==> src/hw/rtl/unix_to_bcd_calendar_core_macros.svh <==
// assertion macros used by the calendar core top level
`ifndef UNIX_TO_BCD_CALENDAR_CORE_MACROS_SVH
`define UNIX_TO_BCD_CALENDAR_CORE_MACROS_SVH

// same-cycle implication, disabled while reset is high
`define UBC_ASSERT_NOW(label, clk, rst, ante, cons) \
   label: assert property (@(posedge clk) disable iff (rst) (ante) |-> (cons)) \
      else $error("calendar core assertion failed");

// next-cycle implication, disabled while reset is high
`define UBC_ASSERT_NEXT(label, clk, rst, ante, cons) \
   label: assert property (@(posedge clk) disable iff (rst) (ante) |=> (cons)) \
      else $error("calendar core assertion failed");

`endif

==> src/hw/rtl/ubc_pkg.sv <==
// shared constants, types and helper functions for the calendar core
`default_nettype none

package ubc_pkg;

   // reciprocal multipliers: floor(x / d) == (x * RECIP) >> SHIFT over the used range
   localparam logic [25:0] RECIP_675  = 26'd50903317;  // shift 35, x below 2^25
   localparam logic [15:0] RECIP_3600 = 16'd37283;     // shift 27, x below 86400
   localparam logic [12:0] RECIP_60   = 13'd4370;      // shift 18, x below 3600
   localparam logic [16:0] RECIP_7    = 17'd74899;     // shift 19, x below 2^16
   localparam logic [15:0] RECIP_1460 = 16'd45965;     // applied to x >> 2, shift 24
   localparam logic [17:0] RECIP_365  = 18'd183861;    // shift 26, x below 146097
   localparam logic [12:0] RECIP_153  = 13'd6854;      // shift 20, x below 2048

   localparam logic [19:0] EPOCH_SHIFT  = 20'd719468;
   localparam logic [19:0] ERA4_START   = 20'd584388;
   localparam logic [19:0] ERA5_START   = 20'd730485;
   localparam logic [17:0] DAYS_4Y      = 18'd36524;
   localparam logic [17:0] DAYS_8Y      = 18'd73048;
   localparam logic [17:0] DAYS_12Y     = 18'd109572;
   localparam logic [17:0] DAYS_ERA_END = 18'd146096;
   localparam logic [11:0] YEAR_LOW     = 12'd2000;
   localparam logic [11:0] YEAR_HIGH    = 12'd2099;
   localparam logic [11:0] ERA4_YEAR    = 12'd1600;

   // civil date leaving the days-to-date pipeline
   typedef struct packed {
      logic       in_range;
      logic [6:0] year_ofs;  // year - 2000
      logic [3:0] month;
      logic [4:0] mday;
   } civil_type;

   // two-digit bcd of a value below 100
   function automatic logic [7:0] bcd2(input logic [6:0] v);
      logic [14:0] prod;
      logic [3:0]  tens;
      logic [3:0]  ones;
      prod = 15'(v) * 15'd205;
      tens = prod[14:11];
      ones = 4'(v - 7'(tens) * 7'd10);
      return {tens, ones};
   endfunction

   // first day of year (march based) of each month index
   function automatic logic [8:0] month_base(input logic [3:0] mp);
      logic [8:0] base;
      case (mp)
         4'd0:    base = 9'd0;
         4'd1:    base = 9'd31;
         4'd2:    base = 9'd61;
         4'd3:    base = 9'd92;
         4'd4:    base = 9'd122;
         4'd5:    base = 9'd153;
         4'd6:    base = 9'd184;
         4'd7:    base = 9'd214;
         4'd8:    base = 9'd245;
         4'd9:    base = 9'd275;
         4'd10:   base = 9'd306;
         4'd11:   base = 9'd337;
         default: base = 9'd0;
      endcase
      return base;
   endfunction

endpackage

`default_nettype wire

==> src/hw/rtl/ubc_civil_date.sv <==
// eight-stage pipeline from day count to civil year offset, month and day
`default_nettype none

module ubc_civil_date (
   input  wire logic              clock,
   input  wire logic              enable,
   input  wire logic [15:0]       days,
   output ubc_pkg::civil_type     date
);
   import ubc_pkg::*;

   // stage 1: shift to march-based epoch and split off the era
   logic [19:0] z;
   logic        s1_era5_in, s1_era5_ff;
   logic [17:0] s1_doe_in, s1_doe_ff;

   // stage 2: century and quadrennial corrections
   logic [31:0] q1460_prod;
   logic [6:0]  s2_q1460_in, s2_q1460_ff;
   logic [2:0]  s2_q36524_in, s2_q36524_ff;
   logic        s2_qlast_in, s2_qlast_ff;
   logic        s2_era5_ff;
   logic [17:0] s2_doe_ff;

   // stage 3: corrected day of era
   logic [17:0] s3_t_in, s3_t_ff;
   logic        s3_era5_ff;
   logic [17:0] s3_doe_ff;

   // stage 4: year of era
   logic [35:0] yoe_prod;
   logic [8:0]  s4_yoe_in, s4_yoe_ff;
   logic        s4_era5_ff;
   logic [17:0] s4_doe_ff;

   // stage 5: day of year
   logic [1:0]  yoe_cent;
   logic [17:0] year_days;
   logic [8:0]  s5_doy_in, s5_doy_ff;
   logic [8:0]  s5_yoe_ff;
   logic        s5_era5_ff;

   // stage 6: month index
   logic [10:0] mp_arg;
   logic [23:0] mp_prod;
   logic [3:0]  s6_mp_in, s6_mp_ff;
   logic [8:0]  s6_doy_ff;
   logic [8:0]  s6_yoe_ff;
   logic        s6_era5_ff;

   // stage 7: month, day and full year
   logic [4:0]  s7_mday_in, s7_mday_ff;
   logic [3:0]  s7_month_in, s7_month_ff;
   logic [11:0] s7_year_in, s7_year_ff;

   // stage 8: range check
   civil_type   s8_date_in, s8_date_ff;

   always_comb begin
      z          = 20'(days) + EPOCH_SHIFT;
      s1_era5_in = (z >= ERA5_START);
      s1_doe_in  = 18'(z - (s1_era5_in ? ERA5_START : ERA4_START));
   end

   always_comb begin
      q1460_prod   = 32'(s1_doe_ff[17:2]) * 32'(RECIP_1460);
      s2_q1460_in  = q1460_prod[30:24];
      s2_q36524_in = 3'(s1_doe_ff >= DAYS_4Y) + 3'(s1_doe_ff >= DAYS_8Y)
                   + 3'(s1_doe_ff >= DAYS_12Y) + 3'(s1_doe_ff >= DAYS_ERA_END);
      s2_qlast_in  = (s1_doe_ff == DAYS_ERA_END);
   end

   assign s3_t_in = s2_doe_ff - 18'(s2_q1460_ff) + 18'(s2_q36524_ff) - 18'(s2_qlast_ff);

   always_comb begin
      yoe_prod  = 36'(s3_t_ff) * 36'(RECIP_365);
      s4_yoe_in = yoe_prod[34:26];
   end

   always_comb begin
      yoe_cent  = 2'(s4_yoe_ff >= 9'd100) + 2'(s4_yoe_ff >= 9'd200)
                + 2'(s4_yoe_ff >= 9'd300);
      year_days = 18'(s4_yoe_ff) * 18'd365 + 18'(s4_yoe_ff[8:2]) - 18'(yoe_cent);
      s5_doy_in = 9'(s4_doe_ff - year_days);
   end

   always_comb begin
      mp_arg   = 11'(s5_doy_ff) * 11'd5 + 11'd2;
      mp_prod  = 24'(mp_arg) * 24'(RECIP_153);
      s6_mp_in = mp_prod[23:20];
   end

   // march-based month back to january-based, january and february roll the year
   always_comb begin
      s7_mday_in  = 5'(s6_doy_ff - month_base(s6_mp_ff) + 9'd1);
      s7_month_in = (s6_mp_ff < 4'd10) ? (s6_mp_ff + 4'd3) : (s6_mp_ff - 4'd9);
      s7_year_in  = (s6_era5_ff ? YEAR_LOW : ERA4_YEAR) + 12'(s6_yoe_ff)
                  + 12'(s7_month_in <= 4'd2);
   end

   always_comb begin
      s8_date_in.in_range = (s7_year_ff >= YEAR_LOW) && (s7_year_ff <= YEAR_HIGH);
      s8_date_in.year_ofs = 7'(s7_year_ff - YEAR_LOW);
      s8_date_in.month    = s7_month_ff;
      s8_date_in.mday     = s7_mday_ff;
   end

   // stage registers, all held while the pipeline is stalled
   always_ff @(posedge clock) begin
      if (enable) begin
         s1_era5_ff   <= s1_era5_in;
         s1_doe_ff    <= s1_doe_in;
         s2_q1460_ff  <= s2_q1460_in;
         s2_q36524_ff <= s2_q36524_in;
         s2_qlast_ff  <= s2_qlast_in;
         s2_era5_ff   <= s1_era5_ff;
         s2_doe_ff    <= s1_doe_ff;
         s3_t_ff      <= s3_t_in;
         s3_era5_ff   <= s2_era5_ff;
         s3_doe_ff    <= s2_doe_ff;
         s4_yoe_ff    <= s4_yoe_in;
         s4_era5_ff   <= s3_era5_ff;
         s4_doe_ff    <= s3_doe_ff;
         s5_doy_ff    <= s5_doy_in;
         s5_yoe_ff    <= s4_yoe_ff;
         s5_era5_ff   <= s4_era5_ff;
         s6_mp_ff     <= s6_mp_in;
         s6_doy_ff    <= s5_doy_ff;
         s6_yoe_ff    <= s5_yoe_ff;
         s6_era5_ff   <= s5_era5_ff;
         s7_mday_ff   <= s7_mday_in;
         s7_month_ff  <= s7_month_in;
         s7_year_ff   <= s7_year_in;
         s8_date_ff   <= s8_date_in;
      end
   end

   assign date = s8_date_ff;

endmodule

`default_nettype wire

==> src/hw/rtl/unix_to_bcd_calendar_core.sv <==
// top level: unix seconds to bcd real-time-clock time and date words
//
// req channel carries one 32-bit unix seconds count per transaction.
// rsp channel returns one transaction per request, in order: the bcd time
// word and date word in tdata, and an out-of-range flag in tuser when the
// civil year lies outside 2000..2099 (both words are then zero).
// the block is an 11-stage pipeline: one request is taken every cycle when
// the receiver does not stall. the stage count is set by the chain of
// reciprocal multipliers (days split, year of era, month index) each followed
// by its own register. all stages advance together; when rsp_tready is low
// with a result waiting, the whole pipeline holds and req_tready drops, so
// nothing is lost or repeated. reset clears the stage valid bits only; no
// result is pending after reset and the first request may arrive in the
// next cycle.
`default_nettype none
`include "unix_to_bcd_calendar_core_macros.svh"

module unix_to_bcd_calendar_core (
   input  wire logic        clock,
   input  wire logic        reset,
   input  wire logic        req_tvalid,
   output logic             req_tready,
   input  wire logic [31:0] req_tdata,   // [31:0] unix_seconds
   output logic             rsp_tvalid,
   input  wire logic        rsp_tready,
   output logic [47:0]      rsp_tdata,   // [21:0] time_word, [45:22] date_word, [47:46] zero
   output logic             rsp_tuser    // [0] out_of_range
);
   import ubc_pkg::*;

   localparam int NUM_STAGES = 11;
   localparam int TIME_DELAY = 4;

   typedef struct packed {
      logic [4:0] hh;
      logic [5:0] mi;
      logic [5:0] ss;
      logic [2:0] wday;
   } clock_type;

   logic                  advance;
   logic [NUM_STAGES-1:0] valid_in, valid_ff;

   // stage 1: days = seconds / 86400 as (seconds >> 7) / 675
   logic [50:0] day_prod;
   logic [24:0] s1_x_ff;
   logic [6:0]  s1_lo_ff;
   logic [15:0] s1_days_in, s1_days_ff;

   // stage 2: day count and seconds of the day
   logic [24:0] day_secs;
   logic [16:0] s2_rem_in, s2_rem_ff;
   logic [15:0] s2_days_ff;

   // stage 3: hour and weekday products
   logic [32:0] hh_prod;
   logic [32:0] wd_prod;
   logic [15:0] wd_x;
   logic [4:0]  s3_hh_in, s3_hh_ff;
   logic [12:0] s3_wq_in, s3_wq_ff;
   logic [15:0] s3_wx_ff;
   logic [16:0] s3_rem_ff;

   // stage 4: hour, seconds of hour, weekday
   logic [11:0] s4_r2_in, s4_r2_ff;
   logic [2:0]  s4_wday_in, s4_wday_ff;
   logic [4:0]  s4_hh_ff;

   // stage 5: minute product
   logic [24:0] mi_prod;
   logic [5:0]  s5_mi_in, s5_mi_ff;
   logic [11:0] s5_r2_ff;
   logic [4:0]  s5_hh_ff;
   logic [2:0]  s5_wday_ff;

   // stage 6: time of day complete, then delayed to meet the date
   clock_type   s6_clk_in, s6_clk_ff;
   clock_type   clk_dly_ff [TIME_DELAY];

   civil_type   date;

   // output stage
   logic [47:0] rsp_data_in, rsp_data_ff;
   logic        rsp_oor_in, rsp_oor_ff;
   logic [7:0]  hh_bcd, mi_bcd, ss_bcd, yy_bcd, mo_bcd, md_bcd;
   logic [21:0] time_word;
   logic [23:0] date_word;

   // the pipeline moves as one whenever the output slot is free or being taken
   assign advance    = !valid_ff[NUM_STAGES-1] || rsp_tready;
   assign req_tready = advance;
   assign valid_in   = {valid_ff[NUM_STAGES-2:0], req_tvalid};

   always_ff @(posedge clock) begin
      if (reset) begin
         valid_ff <= '0;
      end else if (advance) begin
         valid_ff <= valid_in;
      end
   end

   // day split
   always_comb begin
      day_prod   = 51'(req_tdata[31:7]) * 51'(RECIP_675);
      s1_days_in = day_prod[50:35];
   end

   always_comb begin
      day_secs  = 25'(s1_days_ff) * 25'd675;
      s2_rem_in = {10'(s1_x_ff - day_secs), s1_lo_ff};
   end

   // hours and weekday quotient
   always_comb begin
      hh_prod  = 33'(s2_rem_ff) * 33'(RECIP_3600);
      s3_hh_in = hh_prod[31:27];
      wd_x     = s2_days_ff + 16'd3;
      wd_prod  = 33'(wd_x) * 33'(RECIP_7);
      s3_wq_in = wd_prod[31:19];
   end

   // 1970-01-01 was a thursday, so (days + 3) mod 7 counts from monday
   always_comb begin
      s4_r2_in   = 12'(s3_rem_ff - 17'(s3_hh_ff) * 17'd3600);
      s4_wday_in = 3'(s3_wx_ff - 16'(s3_wq_ff) * 16'd7) + 3'd1;
   end

   always_comb begin
      mi_prod  = 25'(s4_r2_ff) * 25'(RECIP_60);
      s5_mi_in = mi_prod[23:18];
   end

   always_comb begin
      s6_clk_in.hh   = s5_hh_ff;
      s6_clk_in.mi   = s5_mi_ff;
      s6_clk_in.ss   = 6'(s5_r2_ff - 12'(s5_mi_ff) * 12'd60);
      s6_clk_in.wday = s5_wday_ff;
   end

   // time path registers
   always_ff @(posedge clock) begin
      if (advance) begin
         s1_x_ff    <= req_tdata[31:7];
         s1_lo_ff   <= req_tdata[6:0];
         s1_days_ff <= s1_days_in;
         s2_rem_ff  <= s2_rem_in;
         s2_days_ff <= s1_days_ff;
         s3_hh_ff   <= s3_hh_in;
         s3_wq_ff   <= s3_wq_in;
         s3_wx_ff   <= wd_x;
         s3_rem_ff  <= s2_rem_ff;
         s4_r2_ff   <= s4_r2_in;
         s4_wday_ff <= s4_wday_in;
         s4_hh_ff   <= s3_hh_ff;
         s5_mi_ff   <= s5_mi_in;
         s5_r2_ff   <= s4_r2_ff;
         s5_hh_ff   <= s4_hh_ff;
         s5_wday_ff <= s4_wday_ff;
         s6_clk_ff  <= s6_clk_in;
         clk_dly_ff[0] <= s6_clk_ff;
         for (int i = 1; i < TIME_DELAY; i++) begin
            clk_dly_ff[i] <= clk_dly_ff[i-1];
         end
      end
   end

   // days to civil date, stages 3 to 10
   ubc_civil_date u_civil_date (
      .clock  (clock),
      .enable (advance),
      .days   (s2_days_ff),
      .date   (date)
   );

   // bcd packing, words forced to zero outside the supported years
   always_comb begin
      hh_bcd    = bcd2(7'(clk_dly_ff[TIME_DELAY-1].hh));
      mi_bcd    = bcd2(7'(clk_dly_ff[TIME_DELAY-1].mi));
      ss_bcd    = bcd2(7'(clk_dly_ff[TIME_DELAY-1].ss));
      yy_bcd    = bcd2(date.year_ofs);
      mo_bcd    = bcd2(7'(date.month));
      md_bcd    = bcd2(7'(date.mday));
      time_word = {hh_bcd[5:0], 1'b0, mi_bcd[6:0], 1'b0, ss_bcd[6:0]};
      date_word = {yy_bcd, clk_dly_ff[TIME_DELAY-1].wday, mo_bcd[4:0], 2'b00, md_bcd[5:0]};
      rsp_oor_in = !date.in_range;
      if (date.in_range) begin
         rsp_data_in = {2'b00, date_word, time_word};
      end else begin
         rsp_data_in = '0;
      end
   end

   always_ff @(posedge clock) begin
      if (advance) begin
         rsp_data_ff <= rsp_data_in;
         rsp_oor_ff  <= rsp_oor_in;
      end
   end

   assign rsp_tvalid = valid_ff[NUM_STAGES-1];
   assign rsp_tdata  = rsp_data_ff;
   assign rsp_tuser  = rsp_oor_ff;

   // a stall freezes every stage valid bit
   `UBC_ASSERT_NEXT(a_stall_holds_valids, clock, reset,
      !advance, $stable(valid_ff))

   // an out-of-range result carries all-zero words
   `UBC_ASSERT_NOW(a_oor_zero_words, clock, reset,
      rsp_tvalid && rsp_tuser, rsp_tdata == 48'd0)

   // an in-range result has a weekday of 1 to 7 and a month of 1 to 12
   `UBC_ASSERT_NOW(a_weekday_month_legal, clock, reset,
      rsp_tvalid && !rsp_tuser,
      (rsp_tdata[37:35] != 3'd0) && (rsp_tdata[34:30] != 5'h00)
      && (rsp_tdata[34:30] <= 5'h12))

   // an in-range result has hours below 24 in bcd
   `UBC_ASSERT_NOW(a_hours_legal, clock, reset,
      rsp_tvalid && !rsp_tuser, rsp_tdata[21:16] <= 6'h23)

endmodule

`default_nettype wire

==> config.mk <==
export PLATFORM = sky130hd
export DESIGN_NAME = unix_to_bcd_calendar_core
export DESIGN_NICKNAME = d
export VERILOG_FILES = /design/src/hw/rtl/ubc_pkg.sv /design/src/hw/rtl/ubc_civil_date.sv /design/src/hw/rtl/unix_to_bcd_calendar_core.sv
export VERILOG_INCLUDE_DIRS = /design/src /design/src/hw/rtl
export SDC_FILE = /design/constraint.sdc
export NUM_CORES = 2
export LEC_CHECK = 0
export ABC_AREA = 1
export BUFFER_PORTS_ARGS = -buffer_cell sky130_fd_sc_hd__buf_4
export CAP_MARGIN = 5
export CORE_UTILIZATION = 40
export CTS_BUF_LIST = sky130_fd_sc_hd__clkbuf_4 sky130_fd_sc_hd__clkbuf_8 sky130_fd_sc_hd__clkbuf_16
export DETAILED_ROUTE_END_ITERATION = 10
export PLACE_DENSITY = 0.54
export SLEW_MARGIN = 30
export SYNTH_ARGS = -nofsm -noshare
export SYNTH_HDL_FRONTEND = slang
export SYNTH_HIERARCHICAL = 1
export SYNTH_SLANG_ARGS = --single-unit
==> constraint.sdc <==
create_clock -name clock -period 52.9 [get_ports clock]
set_input_delay 10.58 -clock clock [delete_from_list [all_inputs] [get_ports clock]]
set_output_delay 10.58 -clock clock [all_outputs]
set_load 0.1 [all_outputs]
Word level (Yosys, flattened, before mapping)

Memories as Yosys holds them, arrays and structs flattened. A register that Yosys moved wholly into a read port is not among the register bits.
Index checks and enable logic that the tools add are counted.

$add $sub $neg: 33
Multipliers: 25
Div/mod/pow operators: 0
Order comparisons: 12
Equal/unequal tests: 1
Shift-type cells: 0
Muxes and demuxes: 6
Bitwise gates (word level): 0
Reduce and logical (&&, ||, !) cells: 4

Operators with widths:

| operator                                              | number |
|---|---|
| multiplier 25 x 26 -> 51 bit, second input constant   | 1 |
| >= comparator 18 x 17 -> 1 bit, second input constant | 2 |
| multiplier 18 x 18 -> 35 bit, second input constant   | 1 |
| multiplier 16 x 17 -> 32 bit, second input constant   | 1 |
| multiplier 17 x 16 -> 32 bit, second input constant   | 1 |
| multiplier 16 x 16 -> 31 bit, second input constant   | 1 |
| multiplier 6 x 8 -> 14 bit, second input constant     | 2 |
| multiplier 5 x 8 -> 13 bit, second input constant     | 2 |
| subtractor 4 bit                                      | 6 |
| multiplier 11 x 12 -> 23 bit, second input constant   | 1 |
| multiplier 12 x 12 -> 23 bit, second input constant   | 1 |
| adder 16 x 20 -> 20 bit, second input constant        | 1 |
| >= comparator 20 bit, second input constant           | 1 |
| adder 18 x 3 -> 18 bit                                | 1 |
| equality test 18 bit, second input constant           | 1 |
| >= comparator 18 x 16 -> 1 bit, second input constant | 1 |
| >= comparator 18 bit, second input constant           | 1 |
| two-way mux 18 bit                                    | 1 |
| subtractor 18 x 1 -> 18 bit                           | 1 |
| subtractor 18 bit                                     | 1 |
| subtractor 18 x 7 -> 18 bit                           | 1 |
| adder 16 x 2 -> 16 bit, second input constant         | 1 |
| multiplier 16 x 10 -> 10 bit, second input constant   | 1 |
| multiplier 7 x 8 -> 15 bit, second input constant     | 1 |
| 42 further kinds                                      | 49 |

Flip-flop bits (word level): 391
Latch bits: 0
Memory bits (writable): 80
Memory bits (read-only): 144
Input port bits: 36
Output and inout bits: 51
Logic and storage cells: 134
Memories: 2

Memories:

| memory          | words | bits a word | rd ports | clocked after Yosys merged registers in | write ports | line                            | text |
|---|---|---|---|---|---|---|---|
| (no name shown) | 16    | 9           | 1        | 1                                       | 0           | ubc_pkg.sv:48                   | `case (mp)` |
| clk_dly_ff      | 4     | 20          | 4        | 0                                       | 4           | unix_to_bcd_calendar_core.sv:78 | `clock_type clk_dly_ff [TIME_DELAY];` |

Logic depth before layout (Yosys ltp)

Word-level depth: 5
Mapped depth: 41
Mapped depth without buffers: 41

Modules after synthesis

Netlist, hierarchy kept.

Modules (own cells, without submodules):

| module                    | instances | cells an instance | area an instance (sq um) | sequential area each (sq um) |
|---|---|---|---|---|
| unix_to_bcd_calendar_core | 1         | 3661              | 34481.8                  | 8388.0 |
| ubc_civil_date            | 1         | 2521              | 24159.4                  | 5265.0 |

Worst setup path after synthesis

No wires, ideal clock.

Path kind: input-to-output
Start point: in rsp_tready
End point: out req_tready
Data arrival time: 23796 ps
Data required time: 42320 ps
Path slack: 18524 ps
Stages: 3
Buffers on the path: 1
Cell sequence: nor2_1 -> inv_1 -> clkbuf_1

Word-level cells in the longest chain between the ends: 1

RTL lines:

| what             | line                            | text |
|---|---|---|
| from (decl)      | unix_to_bcd_calendar_core.sv:25 | `input wire logic rsp_tready,` |
| logical OR 1 bit | unix_to_bcd_calendar_core.sv:90 | `assign advance = !valid_ff[NUM_STAGES-1] \|\| rsp_tready;` |
| to (decl)        | unix_to_bcd_calendar_core.sv:22 | `output logic req_tready,` |

No other way between the ends.

Final worst setup path

Same ends and word-level chain as after synthesis.

==> qor.csv <==
stage,metric,value,unit
clocking,cts.clk_slew.worst_paths,0.06,ns
place,place_hpwl,106000,um
sta,setup_violations,0,
sta,finalCritPeriodShare,0.424,
global_routing,overflow,0,
place,numPortBuffers,80,
finish,fin_nets,8237,
global_routing,grt_pass1_vias,41300,
clocking,hold_buffers,0,
floorplan,fp.dieW,385,um
hold_path,hold_depth,0,
route,drc,1,
clocking,post_cts_buffers,0,
sta,fmax,0.0446,GHz
route,viasPerCell,4.75,
sta,hold_slack,0.352,ns
sta,relSlewSlack,0.387,
sta,hold_viol,0,
yosys,netlist_area,58600,um^2
clocking,worstSkewPairLatency,0.68,ns
finish,drive_gt1_frac,0.0401,
floorplan,die_h,385,um
setup_path,crit_required,42.32,ns
place,dpl_cell_area,61600,um^2
yosys,synth-seq-cells,460,
clocking,cts_tree,done,
place,placed_cells,8177,
route,ant_nets,0,
global_routing,grt_pass1_wl,209000,um
yosys,yosysSeqAreaShare,0.233,
global_routing,track_usage,0.176,
outcome,violations,DRC,
sta,skew,0.0855,ns
setup_path,path_max_fanout,94,
global_routing,grt_max_degree,95,
floorplan,dieArea,148000,um^2
place,gp_congestion,0.894,
clocking,clock_path_buffers,3,
yosys,yosys_warnings,6,
clocking,clock-sinks,460,
floorplan,rows,140,
clocking,cts_buffers,55,
finish,final_area,63500,um^2
finish,fill_cells,14200,
clocking,cts_max_level,2,
hold_path,hp-class,reg -> reg,
outcome,status,"finished, violations left",
route,wirelength,125000,um
finish,stdcell_count,8279,
yosys,syn_inst,6182,
hold_path,hold_path_end,clk_dly_ff[1][15],
setup_path,timing.rr.start,u_civil_date/s5_doy_ff[1],
finish,synthToLayoutAreaGrowth,8.24,%
route,wire_per_inst,15.1,um
sta,report.final.slew_viol_count,0,
yosys,synth_flop_cell,edfxtp_1,
setup_path,reg2reg_depth,32,
setup_path,crit_type,in -> out,
setup_path,endpoint_kind,primary output,
hold_path,holdCritStartpoint,clk_dly_ff[0][15],
finish,layout_common_cells,"inv_1, ha_1, nand2_1",
floorplan,io_pins,87,
route,dr.pass1.iters,10,
finish,diodes,0,
flow_run,drv_cap,0,
setup_path,setup.worst_path.start_class,input pin,
sta,tns,0,ns
sta,worst_pin_slew,0.920,ns
route,vias,39400,
clocking,postCtsResizedCells,0,
yosys,async_flop_share,0,
sta,min_period,22.41,ns
sta,rsz0062_at_grt,false,
floorplan,start_util,0.403,
yosys,syn_avg_cell_area,9.49,um^2
setup_path,worst-endpoint-arrival,11.83,ns
clocking,cts_root_buf,clkbuf_16,
route,drt_iter0_drc,1643,
yosys,synth-edff-count,444,
global_routing,antenna_found_initial,0,
finish,final_common_cell,inv_1,
floorplan,core,146000,um^2
setup_path,r2r_slack,45.81,ns
yosys,yosysUniqueCellTypes,49,
[how the worst max path moves through the flow]
| stage | start | end | slack, ns | depth (start not counted) |
|---|---|---|---|---|
| final | rsp_tready | req_tready | 30.49 | 4 |
| after global routing | rsp_tready | req_tready | 30.28 | 4 |
| after CTS | rsp_tready | req_tready | 30.01 | 4 |
| after detailed placement | rsp_tready | req_tready | 30.01 | 4 |
| after global placement | rsp_tready | req_tready | 30.07 | 4 |
| after floorplan | rsp_tready | req_tready | 18.52 | 3 |
[cells by family (layout without fill, tap and decap cells)]
group | Yosys count | count (layout) | synth area share
compound gates | 502 | 502 | 0.0476
other cells | 1 | 6 | 0.0000639
buf+inv | 1596 | 1771 | 0.103
flops | 460 | 460 | 0.233
xor+xnor | 169 | 169 | 0.0252
simple gates | 1570 | 1570 | 0.113
fa+ha+maj | 1884 | 1884 | 0.478
[Yosys cell counts (all sizes together) (11+ instances only)]
cell	count	area [um^2]
a211oi	11	82.6
a21o	30	225
a21oi	272	1370
a31oi	14	87.6
dfxtp	16	320
edfxtp	444	13300
fa	596	11900
ha	1288	16100
inv	1582	5940
nand2	920	3500
nand3	182	936
nand3b	13	97.6
nand4	79	494
nor2	308	1210
nor3	43	255
o21ai	123	619
o21bai	26	199
or2	14	87.6
xnor2	63	552
xor2	106	928
[cell type report]
cell class / count / area [um^2] / share of cell area
Multi-Input combinational cell: 4131 / 39000 / 0.615
Sequential cell: 460 / 13700 / 0.215
Inverter: 1583 / 5950 / 0.0937
Tap cell: 1917 / 2400 / 0.0378
Clock buffer: 65 / 1450 / 0.0229
Timing Repair Buffer: 86 / 653 / 0.0103
Clock inverter: 37 / 359 / 0.00566
[layer usage]
layer	share of wire	vias to the layer above	wire length, um	track usage
li1	-	20000	-	-
met3	0.027	155	3410	0.0171
met5	0	-	0	0
met1	0.46	18800	57300	0.229
met2	0.49	443	61500	0.313
met4	0.024	0	2970	0.0433
[worst max-delay path: stages]
cell	delay [ns]
buf_4	0.11
nor2_2	0.47
inv_8	0.31
buf_4	0.35
[registers in the layout (all words and copies together) (netlist names), 9 cells and up, named ones only]
name                     cells
clk_dly_ff                  80
rsp_tdata                   42
s1_days_ff                  16
s1_x_ff                     10
s2_days_ff                  16
s2_rem_ff                   17
s3_rem_ff                   12
s4_r2_ff                    12
s6_clk_ff                   20
u_civil_date/date           17
u_civil_date/s1_doe_ff      18
u_civil_date/s2_doe_ff      18
u_civil_date/s3_doe_ff       9
u_civil_date/s3_t_ff        18
u_civil_date/s4_doe_ff       9
u_civil_date/s4_yoe_ff       9
u_civil_date/s5_doy_ff       9
u_civil_date/s5_yoe_ff       9
u_civil_date/s6_yoe_ff       9
u_civil_date/s7_year_ff     12
valid_ff                    11
[per-stage QoR]
| step | util | worst slack (ns) |
|---|---|---|
| floorplan | - | 18.52 |
| global placement | 0.423 | 30.07 |
| detailed placement | 0.423 | 30.01 |
| CTS | 0.436 | 30.01 |
| global route | 0.436 | 30.28 |
| finish | 0.436 | 30.49 |
Power is not shown: default switching activity piles up to over one toggle a cycle in this logic, so the estimate is an artifact.
